--- src/hw/rtl/tay_pkg.sv ---
// Shared types, widths and constants for the tilt angle and yaw integrator.
// No dependencies; every other file of the block imports this package.
package tay_pkg;

   localparam int ACC_W          = 16;        // accelerometer and gyro sample width
   localparam int CORDIC_W       = 27;        // CORDIC x, y and angle datapath width
   localparam int SQ_W           = 32;        // ay^2 + az^2
   localparam int ROOT_W         = 24;        // sqrt((ay^2 + az^2) << 16)
   localparam int ATAN_IDX_W     = 5;         // angle table index
   localparam int YAW_W          = 20;
   localparam int DEADBAND_W     = 15;
   localparam int PITCH_W        = 15;
   localparam int ROLL_W         = 16;
   localparam int CSR_ADDR_W     = 3;
   localparam int CSR_DATA_W     = 32;
   localparam int REQ_DATA_W     = 64;
   localparam int RSP_DATA_W     = 56;

   localparam int CORDIC_STEPS_DEFAULT = 16;
   localparam int ANG_HALF_TURN        = 11796480;   // 180 degrees in 1/65536 degree
   localparam int YAW_TURN             = 576000;     // 360 degrees in 1/1600 degree
   localparam int DEADBAND_RESET       = 16;
   localparam int PITCH_LIMIT          = 9000;
   localparam int ROLL_LIMIT           = 18000;
   localparam int CENTI_SCALE          = 100;
   localparam int CENTI_ROUND          = 32768;

   // register index, taken from the word address
   localparam logic CSR_IDX_DEADBAND = 1'b0;

   typedef struct packed {
      logic                        start;
      logic signed [CORDIC_W-1:0]  x;
      logic signed [CORDIC_W-1:0]  y;
      logic signed [CORDIC_W-1:0]  z;
   } cordic_cmd_type;

   // atan(2^-i) in degrees times 65536, rounded to nearest
   function automatic logic signed [CORDIC_W-1:0] atan_entry(input logic [ATAN_IDX_W-1:0] idx);
      logic signed [CORDIC_W-1:0] val;
      case (idx)
         5'd0:    val = 27'sd2949120;
         5'd1:    val = 27'sd1740967;
         5'd2:    val = 27'sd919879;
         5'd3:    val = 27'sd466945;
         5'd4:    val = 27'sd234379;
         5'd5:    val = 27'sd117304;
         5'd6:    val = 27'sd58666;
         5'd7:    val = 27'sd29335;
         5'd8:    val = 27'sd14668;
         5'd9:    val = 27'sd7334;
         5'd10:   val = 27'sd3667;
         5'd11:   val = 27'sd1833;
         5'd12:   val = 27'sd917;
         5'd13:   val = 27'sd458;
         5'd14:   val = 27'sd229;
         5'd15:   val = 27'sd115;
         5'd16:   val = 27'sd57;
         5'd17:   val = 27'sd29;
         5'd18:   val = 27'sd14;
         5'd19:   val = 27'sd7;
         5'd20:   val = 27'sd4;
         5'd21:   val = 27'sd2;
         5'd22:   val = 27'sd1;
         default: val = 27'sd0;
      endcase
      return val;
   endfunction

endpackage

--- src/hw/rtl/tay_isqrt.sv ---
// Iterative floor square root of (radicand << 16), one result bit per cycle.
// Depends on tay_pkg for the operand and root widths.
module tay_isqrt (
   input  logic                       clock,
   input  logic                       reset,
   input  logic                       start,
   input  logic [tay_pkg::SQ_W-1:0]   radicand,
   output logic                       busy,
   output logic [tay_pkg::ROOT_W-1:0] root
);
   import tay_pkg::*;

   localparam int VAL_W = 2 * ROOT_W;
   localparam int REM_W = ROOT_W + 2;
   localparam int TRY_W = ROOT_W + 4;
   localparam int CNT_W = $clog2(ROOT_W);
   localparam logic [CNT_W-1:0] LAST = CNT_W'(ROOT_W - 1);

   logic                busy_ff, busy_in;
   logic [CNT_W-1:0]    cnt_ff, cnt_in;
   logic [VAL_W-1:0]    val_ff, val_in;
   logic [REM_W-1:0]    rem_ff, rem_in;
   logic [ROOT_W-1:0]   root_ff, root_in;
   logic [TRY_W-1:0]    rem_shift;
   logic [TRY_W-1:0]    trial;

   always_comb begin
      rem_shift = {rem_ff, val_ff[VAL_W-1 -: 2]};
      trial     = {2'b00, root_ff, 2'b01};
      busy_in   = busy_ff;
      cnt_in    = cnt_ff;
      val_in    = val_ff;
      rem_in    = rem_ff;
      root_in   = root_ff;
      if (start) begin
         busy_in = 1'b1;
         cnt_in  = '0;
         val_in  = {radicand, (VAL_W - SQ_W)'(0)};
         rem_in  = '0;
         root_in = '0;
      end else if (busy_ff) begin
         // take the next bit pair, keep the trial subtraction when it fits
         val_in = {val_ff[VAL_W-3:0], 2'b00};
         if (rem_shift >= trial) begin
            rem_in  = REM_W'(rem_shift - trial);
            root_in = {root_ff[ROOT_W-2:0], 1'b1};
         end else begin
            rem_in  = REM_W'(rem_shift);
            root_in = {root_ff[ROOT_W-2:0], 1'b0};
         end
         cnt_in = cnt_ff + 1'b1;
         if (cnt_ff == LAST) begin
            busy_in = 1'b0;
         end
      end
   end

   always_ff @(posedge clock) begin
      if (reset) begin
         busy_ff <= 1'b0;
         cnt_ff  <= '0;
      end else begin
         busy_ff <= busy_in;
         cnt_ff  <= cnt_in;
      end
   end

   always_ff @(posedge clock) begin
      val_ff  <= val_in;
      rem_ff  <= rem_in;
      root_ff <= root_in;
   end

   assign busy = busy_ff;
   assign root = root_ff;

endmodule

--- src/hw/rtl/tay_cordic.sv ---
// Vectoring CORDIC, one micro-rotation per cycle, shared by roll and pitch.
// Depends on tay_pkg for the datapath width and the angle table.
module tay_cordic #(
   parameter int STEPS = tay_pkg::CORDIC_STEPS_DEFAULT
) (
   input  logic                               clock,
   input  logic                               reset,
   input  tay_pkg::cordic_cmd_type            cmd,
   output logic                               busy,
   output logic signed [tay_pkg::CORDIC_W-1:0] angle
);
   import tay_pkg::*;

   localparam int CNT_W = $clog2(STEPS);
   localparam logic [CNT_W-1:0] LAST = CNT_W'(STEPS - 1);

   logic                        busy_ff, busy_in;
   logic [CNT_W-1:0]            cnt_ff, cnt_in;
   logic signed [CORDIC_W-1:0]  x_ff, x_in;
   logic signed [CORDIC_W-1:0]  y_ff, y_in;
   logic signed [CORDIC_W-1:0]  z_ff, z_in;
   logic signed [CORDIC_W-1:0]  xs;
   logic signed [CORDIC_W-1:0]  ys;
   logic signed [CORDIC_W-1:0]  atan_val;

   always_comb begin
      xs       = x_ff >>> cnt_ff;
      ys       = y_ff >>> cnt_ff;
      atan_val = atan_entry(ATAN_IDX_W'(cnt_ff));
      busy_in  = busy_ff;
      cnt_in   = cnt_ff;
      x_in     = x_ff;
      y_in     = y_ff;
      z_in     = z_ff;
      if (cmd.start) begin
         busy_in = 1'b1;
         cnt_in  = '0;
         x_in    = cmd.x;
         y_in    = cmd.y;
         z_in    = cmd.z;
      end else if (busy_ff) begin
         // rotate toward the x axis, accumulate the angle turned
         if (!y_ff[CORDIC_W-1]) begin
            x_in = x_ff + ys;
            y_in = y_ff - xs;
            z_in = z_ff + atan_val;
         end else begin
            x_in = x_ff - ys;
            y_in = y_ff + xs;
            z_in = z_ff - atan_val;
         end
         cnt_in = cnt_ff + 1'b1;
         if (cnt_ff == LAST) begin
            busy_in = 1'b0;
         end
      end
   end

   always_ff @(posedge clock) begin
      if (reset) begin
         busy_ff <= 1'b0;
         cnt_ff  <= '0;
      end else begin
         busy_ff <= busy_in;
         cnt_ff  <= cnt_in;
      end
   end

   always_ff @(posedge clock) begin
      x_ff <= x_in;
      y_ff <= y_in;
      z_ff <= z_in;
   end

   assign busy  = busy_ff;
   assign angle = z_ff;

endmodule

--- src/hw/rtl/tilt_angles_and_yaw_integrator.sv ---
// Top level: sample sequencer, yaw integration, angle conversion and APB register.
// Depends on tay_pkg, tay_isqrt and tay_cordic.
//
//   channel | direction | transfer when            | contents
//   req_    | in        | req_tvalid & req_tready  | accel_x, accel_y, accel_z, gyro_z
//   rsp_    | out       | rsp_tvalid & rsp_tready  | pitch_centideg, roll_centideg, yaw_angle
//   csr_    | in/out    | psel & penable & pwrite  | gyro_deadband at byte address 0
//
// Each sample runs through the setup states S_SQ_A, S_SQ_B and S_ROOT, the 24-step square
// root (roll CORDIC alongside), the roll conversion states S_ROLL_MAG and S_ROLL_CENTI, the
// pitch CORDIC pass, the pitch conversion states S_PITCH_MAG and S_PITCH_CENTI, and the
// output load. req_tready is high only in idle, so no sample is taken while one is worked on.
// The result register holds a finished sample while the next one is worked on; a stalled
// rsp_ side holds the sequencer at its last step. Reset clears yaw and sets the deadband to 16.
module tilt_angles_and_yaw_integrator #(
   parameter int CORDIC_STEPS = tay_pkg::CORDIC_STEPS_DEFAULT
) (
   input  logic                             clock,
   input  logic                             reset,
   // accel_x [15:0], accel_y [31:16], accel_z [47:32], gyro_z [63:48]
   input  logic [tay_pkg::REQ_DATA_W-1:0]   req_tdata,
   input  logic                             req_tvalid,
   output logic                             req_tready,
   // pitch_centideg [14:0], roll_centideg [30:15], yaw_angle [50:31], zero [55:51]
   output logic [tay_pkg::RSP_DATA_W-1:0]   rsp_tdata,
   output logic                             rsp_tvalid,
   input  logic                             rsp_tready,
   input  logic                             csr_psel,
   input  logic                             csr_penable,
   input  logic                             csr_pwrite,
   input  logic [tay_pkg::CSR_ADDR_W-1:0]   csr_paddr,
   input  logic [tay_pkg::CSR_DATA_W-1:0]   csr_pwdata,
   output logic [tay_pkg::CSR_DATA_W-1:0]   csr_prdata,
   output logic                             csr_pready
);
   import tay_pkg::*;

   localparam int SUM_W  = YAW_W + 2;
   localparam int MAG_W  = CORDIC_W;
   localparam int PROD_W = MAG_W + 7;
   localparam int CENT_W = PROD_W - 16;
   localparam int PAD_W  = CORDIC_W - ACC_W - 8;

   typedef enum logic [3:0] {
      S_IDLE,
      S_SQ_A,
      S_SQ_B,
      S_ROOT,
      S_WAIT,
      S_ROLL_MAG,
      S_ROLL_CENTI,
      S_PITCH_WAIT,
      S_PITCH_MAG,
      S_PITCH_CENTI,
      S_DONE
   } state_type;

   state_type                  state_ff, state_in;
   logic [DEADBAND_W-1:0]      deadband_ff, deadband_in;
   logic [YAW_W-1:0]           yaw_ff, yaw_in;
   logic                       rsp_valid_ff, rsp_valid_in;

   logic signed [ACC_W-1:0]    ax_ff, ay_ff, az_ff, gz_ff;
   logic [SQ_W-1:0]            sq_ff, sq_in;
   logic [MAG_W-1:0]           mag_ff, mag_in;
   logic                       neg_ff, neg_in;
   logic signed [ROLL_W-1:0]   roll_ff, roll_in;
   logic signed [PITCH_W-1:0]  pitch_ff, pitch_in;
   logic [PITCH_W-1:0]         out_pitch_ff;
   logic [ROLL_W-1:0]          out_roll_ff;
   logic [YAW_W-1:0]           out_yaw_ff;

   logic                       req_fire;
   logic                       csr_write;
   logic                       out_free;
   logic                       root_start;
   logic                       root_busy;
   logic [ROOT_W-1:0]          root;
   cordic_cmd_type             cordic_cmd;
   logic                       cordic_busy;
   logic signed [CORDIC_W-1:0] cordic_angle;

   logic signed [CORDIC_W-1:0] ax_w, ay_w, az_w;
   logic signed [ACC_W-1:0]    mul_op;
   logic signed [2*ACC_W-1:0]  mul_prod;
   logic                       roll_zero, pitch_zero;
   logic [ACC_W:0]             gz_abs;
   logic signed [SUM_W-1:0]    yaw_sum;
   logic [PROD_W-1:0]          centi_prod;
   logic [CENT_W-1:0]          centi_raw;
   logic [ROLL_W-2:0]          centi_lim;
   logic [ROLL_W-2:0]          centi_mag;
   logic signed [ROLL_W-1:0]   centi_val;

   assign req_fire  = req_tvalid && req_tready;
   assign csr_write = csr_psel && csr_penable && csr_pwrite && csr_pready;
   assign out_free  = !rsp_valid_ff || rsp_tready;

   // sign-extended and scaled by 256 for the CORDIC datapath
   assign ax_w = {{PAD_W{ax_ff[ACC_W-1]}}, ax_ff, 8'h00};
   assign ay_w = {{PAD_W{ay_ff[ACC_W-1]}}, ay_ff, 8'h00};
   assign az_w = {{PAD_W{az_ff[ACC_W-1]}}, az_ff, 8'h00};

   assign roll_zero  = (ay_ff == '0) && (az_ff == '0);
   assign pitch_zero = roll_zero && (ax_ff == '0);

   assign mul_op   = (state_ff == S_SQ_A) ? ay_ff : az_ff;
   assign mul_prod = mul_op * mul_op;

   // yaw: integrate outside the deadband, then wrap once into one turn
   always_comb begin
      gz_abs  = gz_ff[ACC_W-1] ? (ACC_W+1)'(-{gz_ff[ACC_W-1], gz_ff})
                               : {1'b0, gz_ff};
      yaw_sum = signed'({2'b00, yaw_ff});
      if (gz_abs > {2'b00, deadband_ff}) begin
         yaw_sum = yaw_sum + SUM_W'(gz_ff);
      end
      if (yaw_sum < 0) begin
         yaw_sum = yaw_sum + signed'(SUM_W'(YAW_TURN));
      end else if (yaw_sum >= signed'(SUM_W'(YAW_TURN))) begin
         yaw_sum = yaw_sum - signed'(SUM_W'(YAW_TURN));
      end
   end

   // angle magnitude to centidegrees, rounded, clamped, sign restored
   always_comb begin
      centi_prod = PROD_W'(mag_ff) * PROD_W'(CENTI_SCALE) + PROD_W'(CENTI_ROUND);
      centi_raw  = centi_prod[PROD_W-1:16];
      centi_lim  = (state_ff == S_ROLL_CENTI) ? (ROLL_W-1)'(ROLL_LIMIT)
                                               : (ROLL_W-1)'(PITCH_LIMIT);
      centi_mag  = (centi_raw > CENT_W'(centi_lim)) ? centi_lim
                                                     : centi_raw[ROLL_W-2:0];
      centi_val  = neg_ff ? -signed'({1'b0, centi_mag}) : signed'({1'b0, centi_mag});
   end

   always_comb begin
      cordic_cmd.start = 1'b0;
      cordic_cmd.x     = az_w;
      cordic_cmd.y     = ay_w;
      cordic_cmd.z     = '0;
      if (state_ff == S_SQ_A) begin
         cordic_cmd.start = 1'b1;
         // negative z: turn the vector by half a turn first
         if (az_ff[ACC_W-1]) begin
            cordic_cmd.x = -az_w;
            cordic_cmd.y = -ay_w;
            cordic_cmd.z = ay_ff[ACC_W-1] ? -CORDIC_W'(ANG_HALF_TURN)
                                          : CORDIC_W'(ANG_HALF_TURN);
         end
      end else if (state_ff == S_ROLL_CENTI) begin
         cordic_cmd.start = 1'b1;
         cordic_cmd.x     = signed'(CORDIC_W'(root));
         cordic_cmd.y     = ax_w;
      end
   end

   assign root_start = (state_ff == S_ROOT);

   always_comb begin
      state_in     = state_ff;
      deadband_in  = deadband_ff;
      yaw_in       = yaw_ff;
      rsp_valid_in = rsp_valid_ff;
      sq_in        = sq_ff;
      mag_in       = mag_ff;
      neg_in       = neg_ff;
      roll_in      = roll_ff;
      pitch_in     = pitch_ff;
      if (csr_write && (csr_paddr[2] == CSR_IDX_DEADBAND)) begin
         deadband_in = csr_pwdata[DEADBAND_W-1:0];
      end
      if (rsp_valid_ff && rsp_tready) begin
         rsp_valid_in = 1'b0;
      end
      unique case (state_ff)
         S_IDLE: begin
            if (req_fire) begin
               state_in = S_SQ_A;
            end
         end
         S_SQ_A: begin
            sq_in    = SQ_W'(unsigned'(mul_prod));
            yaw_in   = yaw_sum[YAW_W-1:0];
            state_in = S_SQ_B;
         end
         S_SQ_B: begin
            sq_in    = sq_ff + SQ_W'(unsigned'(mul_prod));
            state_in = S_ROOT;
         end
         S_ROOT: begin
            state_in = S_WAIT;
         end
         S_WAIT: begin
            if (!root_busy && !cordic_busy) begin
               state_in = S_ROLL_MAG;
            end
         end
         S_ROLL_MAG: begin
            neg_in   = cordic_angle[CORDIC_W-1];
            mag_in   = neg_in ? MAG_W'(-cordic_angle) : MAG_W'(cordic_angle);
            state_in = S_ROLL_CENTI;
         end
         S_ROLL_CENTI: begin
            roll_in  = roll_zero ? '0 : centi_val;
            state_in = S_PITCH_WAIT;
         end
         S_PITCH_WAIT: begin
            if (!cordic_busy) begin
               state_in = S_PITCH_MAG;
            end
         end
         S_PITCH_MAG: begin
            // pitch is the negated angle
            neg_in   = (cordic_angle > 0);
            mag_in   = cordic_angle[CORDIC_W-1] ? MAG_W'(-cordic_angle)
                                                : MAG_W'(cordic_angle);
            state_in = S_PITCH_CENTI;
         end
         S_PITCH_CENTI: begin
            pitch_in = pitch_zero ? '0 : centi_val[PITCH_W-1:0];
            state_in = S_DONE;
         end
         S_DONE: begin
            if (out_free) begin
               rsp_valid_in = 1'b1;
               state_in     = S_IDLE;
            end
         end
         default: begin
            state_in = S_IDLE;
         end
      endcase
   end

   always_ff @(posedge clock) begin
      if (reset) begin
         state_ff     <= S_IDLE;
         deadband_ff  <= DEADBAND_W'(DEADBAND_RESET);
         yaw_ff       <= '0;
         rsp_valid_ff <= 1'b0;
      end else begin
         state_ff     <= state_in;
         deadband_ff  <= deadband_in;
         yaw_ff       <= yaw_in;
         rsp_valid_ff <= rsp_valid_in;
      end
   end

   always_ff @(posedge clock) begin
      if (req_fire) begin
         ax_ff <= req_tdata[15:0];
         ay_ff <= req_tdata[31:16];
         az_ff <= req_tdata[47:32];
         gz_ff <= req_tdata[63:48];
      end
      sq_ff    <= sq_in;
      mag_ff   <= mag_in;
      neg_ff   <= neg_in;
      roll_ff  <= roll_in;
      pitch_ff <= pitch_in;
      if ((state_ff == S_DONE) && out_free) begin
         out_pitch_ff <= pitch_ff;
         out_roll_ff  <= roll_ff;
         out_yaw_ff   <= yaw_ff;
      end
   end

   tay_isqrt u_isqrt (
      .clock    (clock),
      .reset    (reset),
      .start    (root_start),
      .radicand (sq_ff),
      .busy     (root_busy),
      .root     (root)
   );

   tay_cordic #(
      .STEPS (CORDIC_STEPS)
   ) u_cordic (
      .clock (clock),
      .reset (reset),
      .cmd   (cordic_cmd),
      .busy  (cordic_busy),
      .angle (cordic_angle)
   );

   assign req_tready = (state_ff == S_IDLE);
   assign rsp_tvalid = rsp_valid_ff;
   assign rsp_tdata  = {(RSP_DATA_W - YAW_W - ROLL_W - PITCH_W)'(0),
                        out_yaw_ff, out_roll_ff, out_pitch_ff};
   assign csr_pready = 1'b1;
   assign csr_prdata = CSR_DATA_W'(deadband_ff);

   a_yaw_in_turn: assert property (@(posedge clock) disable iff (reset)
      yaw_ff < YAW_W'(YAW_TURN))
      else $error("yaw accumulator left one turn");

   a_cordic_idle_start: assert property (@(posedge clock) disable iff (reset)
      cordic_cmd.start |-> !cordic_busy)
      else $error("CORDIC started while busy");

   a_root_idle_start: assert property (@(posedge clock) disable iff (reset)
      root_start |-> !root_busy)
      else $error("square root started while busy");

   a_roll_range: assert property (@(posedge clock) disable iff (reset)
      rsp_valid_ff |-> ((signed'(out_roll_ff) <= 16'sd18000) &&
                        (signed'(out_roll_ff) >= -16'sd18000)))
      else $error("roll result out of range");

endmodule
--- config.mk ---
export PLATFORM = sky130hd
export DESIGN_NAME = tilt_angles_and_yaw_integrator
export DESIGN_NICKNAME = d
export VERILOG_FILES = /design/src/hw/rtl/tay_pkg.sv /design/src/hw/rtl/tay_isqrt.sv /design/src/hw/rtl/tay_cordic.sv /design/src/hw/rtl/tilt_angles_and_yaw_integrator.sv
export SDC_FILE = /design/constraint.sdc
export NUM_CORES = 2
export LEC_CHECK = 0
export ABC_CLOCK_PERIOD_IN_PS = 14180
export BUFFER_PORTS_ARGS = -buffer_cell sky130_fd_sc_hd__buf_2
export CAP_MARGIN = 15
export CORE_MARGIN = 8
export CORE_UTILIZATION = 55
export CTS_CLUSTER_DIAMETER = 50
export DETAILED_ROUTE_END_ITERATION = 10
export PLACE_DENSITY_LB_ADDON = 0.1
export SETUP_SLACK_MARGIN = 0.1
export SYNTH_ARGS = -nofsm -noshare
export SYNTH_HDL_FRONTEND = slang
export SYNTH_HIERARCHICAL = 1
export SYNTH_SLANG_ARGS = --single-unit
--- constraint.sdc ---
create_clock -name clock -period 14.18 [get_ports clock]
set_input_delay 2.836 -clock clock [delete_from_list [all_inputs] [get_ports clock]]
set_output_delay 2.836 -clock clock [all_outputs]
set_load 0.01 [all_outputs]
==> impl_metrics.yaml <==
die:
  coreArea_sq_um: 80700
  rows: 104
  initial_core_util_pct: 55.6
  die_h_um: 302
  io_pins: 197
  die_area_sq_um: 90900
  die_w_um: 302
yosys:
  synth-seq-cells: 442
  synth_edf_count: 319
  synth_common_cells: "inv_1 (582), nand2_1 (496), nor2_1 (392)"
  netlist_area_sq_um: 44800
  synthTopCellsByArea: "edfxtp_1 (21%), fa_1 (12%), ha_1 (10%)"
  syn_area_per_cell_sq_um: 9.01
  yosys.area.top_type: "edfxtp_1"
  synthCells: 4978
  ys_async_sr_fraction_pct: 0
  synth.most_common_cell: "inv_1"
  ys_seq_area_share_pct: 26.9
  synth_top_area_share_pct: 21.4
  synth_cell_types: 112
  synth_ff_type: "edfxtp_1"
  yosysWarnings: 6
finish:
  area_growth_pct: 9.52
  nNetsFinal: 5819
  drive_above_1_share_pct: 9.48
timing:
  max_freq_mhz: 88.0
  drv_slew: 0
  finalSetupTns_ns: 0
  skew_ns: 0.0248
  rsz0062_at_grt: "no"
  slew_headroom_pct: 30.6
  final_hold_viol_count: 0
  fin_crit_sh_pct: 80.1
  period_needed_ns: 11.36
  tightest_slew_ns: 1.04
  finalSetupViolCount: 0
  worst_slack_ns: 2.82
grt:
  antenna_found_initial: 1
  grt_pass1_vias: 35100
  grt_max_degree: 104
  track_usage_pct: 26.0
  overflow: 0
  grt_pass1_wl_mm: 190
worst_setup_path:
  cpPeakStageDelay_ns: 0.83
  cp.required_ns: 14.55
  crit_type: "flop to flop"
  start_kind: "flop"
  path_max_fanout: 28
  crit_top_cell: "fa_1"
  end_kind: "flop"
  cp.arrival_ns: 11.73
  critPathSlowestCell: "o41ai_1"
clocking:
  cts_root_buf: "clkbuf_16"
  cts_resized: 0
  clock_sinks: 442
  cts_tree: "done"
  clk_latency_ns: 0.63
  ctsLongestPathBuffers: 3
  postCtsSetupBuffers: 0
  cts-buffers-inserted: 71
  htree_levels: 3
  cts_hold_buf: 0
  clk_pin_slew_ns: 0.06
flow_run:
  maxCapViolCount: 0
hold_path:
  hold_class: "flop to flop"
detailed_routing:
  ant_nets: 0
  drt_iter0_drc: 2419
  dr.pass1.iters: 6
  routed_via_density: 5.88
  vias: 36500
  wire_per_inst_um: 19.3
  drt-total-wl_mm: 120
  post-route-drc-count: 0
placement:
  dp_hpwl_mm: 93.3
  place_congestion: 0.952
  port_buffers: 154
  dpl_worst_slack_ns: 2.92
outcome:
  outcome: "finished, final reports clean"
## kinds of logic after synthesis
family                   after synthesis  share of synthesized area (%)
AND/OR/NAND/NOR                     1436                           15.0
AO/OA/AOI/OAI                       1121                           16.1
buffers and inverters                807                           7.15
adder cells (fa/ha/maj)              633                           22.0
flip-flops                           442                           26.9
XOR/XNOR                             311                           6.07
multiplexers                         226                           6.75
other                                  2                         0.0167
## registers in the layout, summed over array words and instances (netlist names), 15 cells and up
signal	flops
ax_ff	16
u_cordic/x_ff	27
sq_ff	32
out_yaw_ff	20
u_cordic/y_ff	27
u_isqrt/rem_ff	26
u_isqrt/root	24
gz_ff	16
u_cordic/atan_val	22
out_roll_ff	16
mag_ff	27
roll_ff	16
out_pitch_ff	15
u_cordic/angle	27
u_isqrt/val_ff	32
az_ff	16
yaw_ff	20
pitch_ff	15
ay_ff	16
deadband_ff	15
## path summary, 6_finish.rpt
kind,from,to,slack [ns],cells past startpoint
setup / recovery,state_ff[2]$_SDFFE_PP0P_,sq_ff[31]$_DFFE_PP_,2.82,36
hold / removal,roll_ff[12]$_SDFFCE_PP0P_,out_roll_ff[12]$_DFFE_PP_,0.42,0
setup reg to reg,state_ff[2]$_SDFFE_PP0P_,sq_ff[31]$_DFFE_PP_,2.82,36
hold reg to reg,roll_ff[12]$_SDFFCE_PP0P_,out_roll_ff[12]$_DFFE_PP_,0.42,0
## per-layer routing
metal | vias to the layer above | global-route usage, % | wire length [um]
li1 | 17700 | - | -
met1 | 17400 | 35.2 | 52300
met2 | 1139 | 41.1 | 53900
met3 | 208 | 4.84 | 8350
met4 | 0 | 10.4 | 5220
met5 | - | 0 | 0
## critical path, delay by kind of cell, from the launching register on
family | cells | cell delay (ns)
buf+inv | 6 | 1.08
flops | 1 | 0.50
fa+ha+maj | 8 | 3.70
xor+xnor | 3 | 0.45
compound gates | 10 | 2.92
simple gates | 9 | 2.42
## cell usage in the layout, fill, tap and decap left out, types with 76 or more instances in the layout
| master | Yosys | final |
|---|---|---|
| nand2_1 | 496 | 496 |
| a21oi_1 | 304 | 303 |
| xnor2_1 | 199 | 199 |
| clkbuf_16 | 0 | 76 |
| dfxtp_1 | 123 | 118 |
| edfxtp_1 | 319 | 319 |
| ha_1 | 371 | 371 |
| a21o_1 | 82 | 82 |
| mux2i_1 | 108 | 107 |
| nand3_1 | 84 | 84 |
| inv_1 | 582 | 581 |
| o21ai_0 | 266 | 266 |
| xor2_1 | 112 | 112 |
| fa_1 | 262 | 262 |
| buf_2 | 21 | 154 |
| nor2_1 | 392 | 391 |
| nor3_1 | 88 | 87 |
## area by class of cell
cell class | instances | area (sq um)
fill | 7074 | 31600
multi-input combinational | 3776 | 29800
sequential | 442 | 12100
inverter | 592 | 2220
clock buffer | 85 | 1950
tap | 1060 | 1330
timing repair buffer | 197 | 1090
clock inverter | 46 | 639
antenna | 4 | 10.0
## metrics by stage
step	hold slack, ns	instances	area, sq um	util [%]
2_1_floorplan	0.400	5025	45000	-
3_3_place_gp	0.402	6067	46500	57.7
3_5_place_dp	0.405	6067	46500	57.7
4_1_cts	0.418	6198	49100	60.9
5_1_grt	0.424	6198	49100	60.9
6_report	0.417	6202	49100	60.9
Power is not shown: default switching activity piles up to over one toggle a cycle in this logic, so the estimate is an artifact.
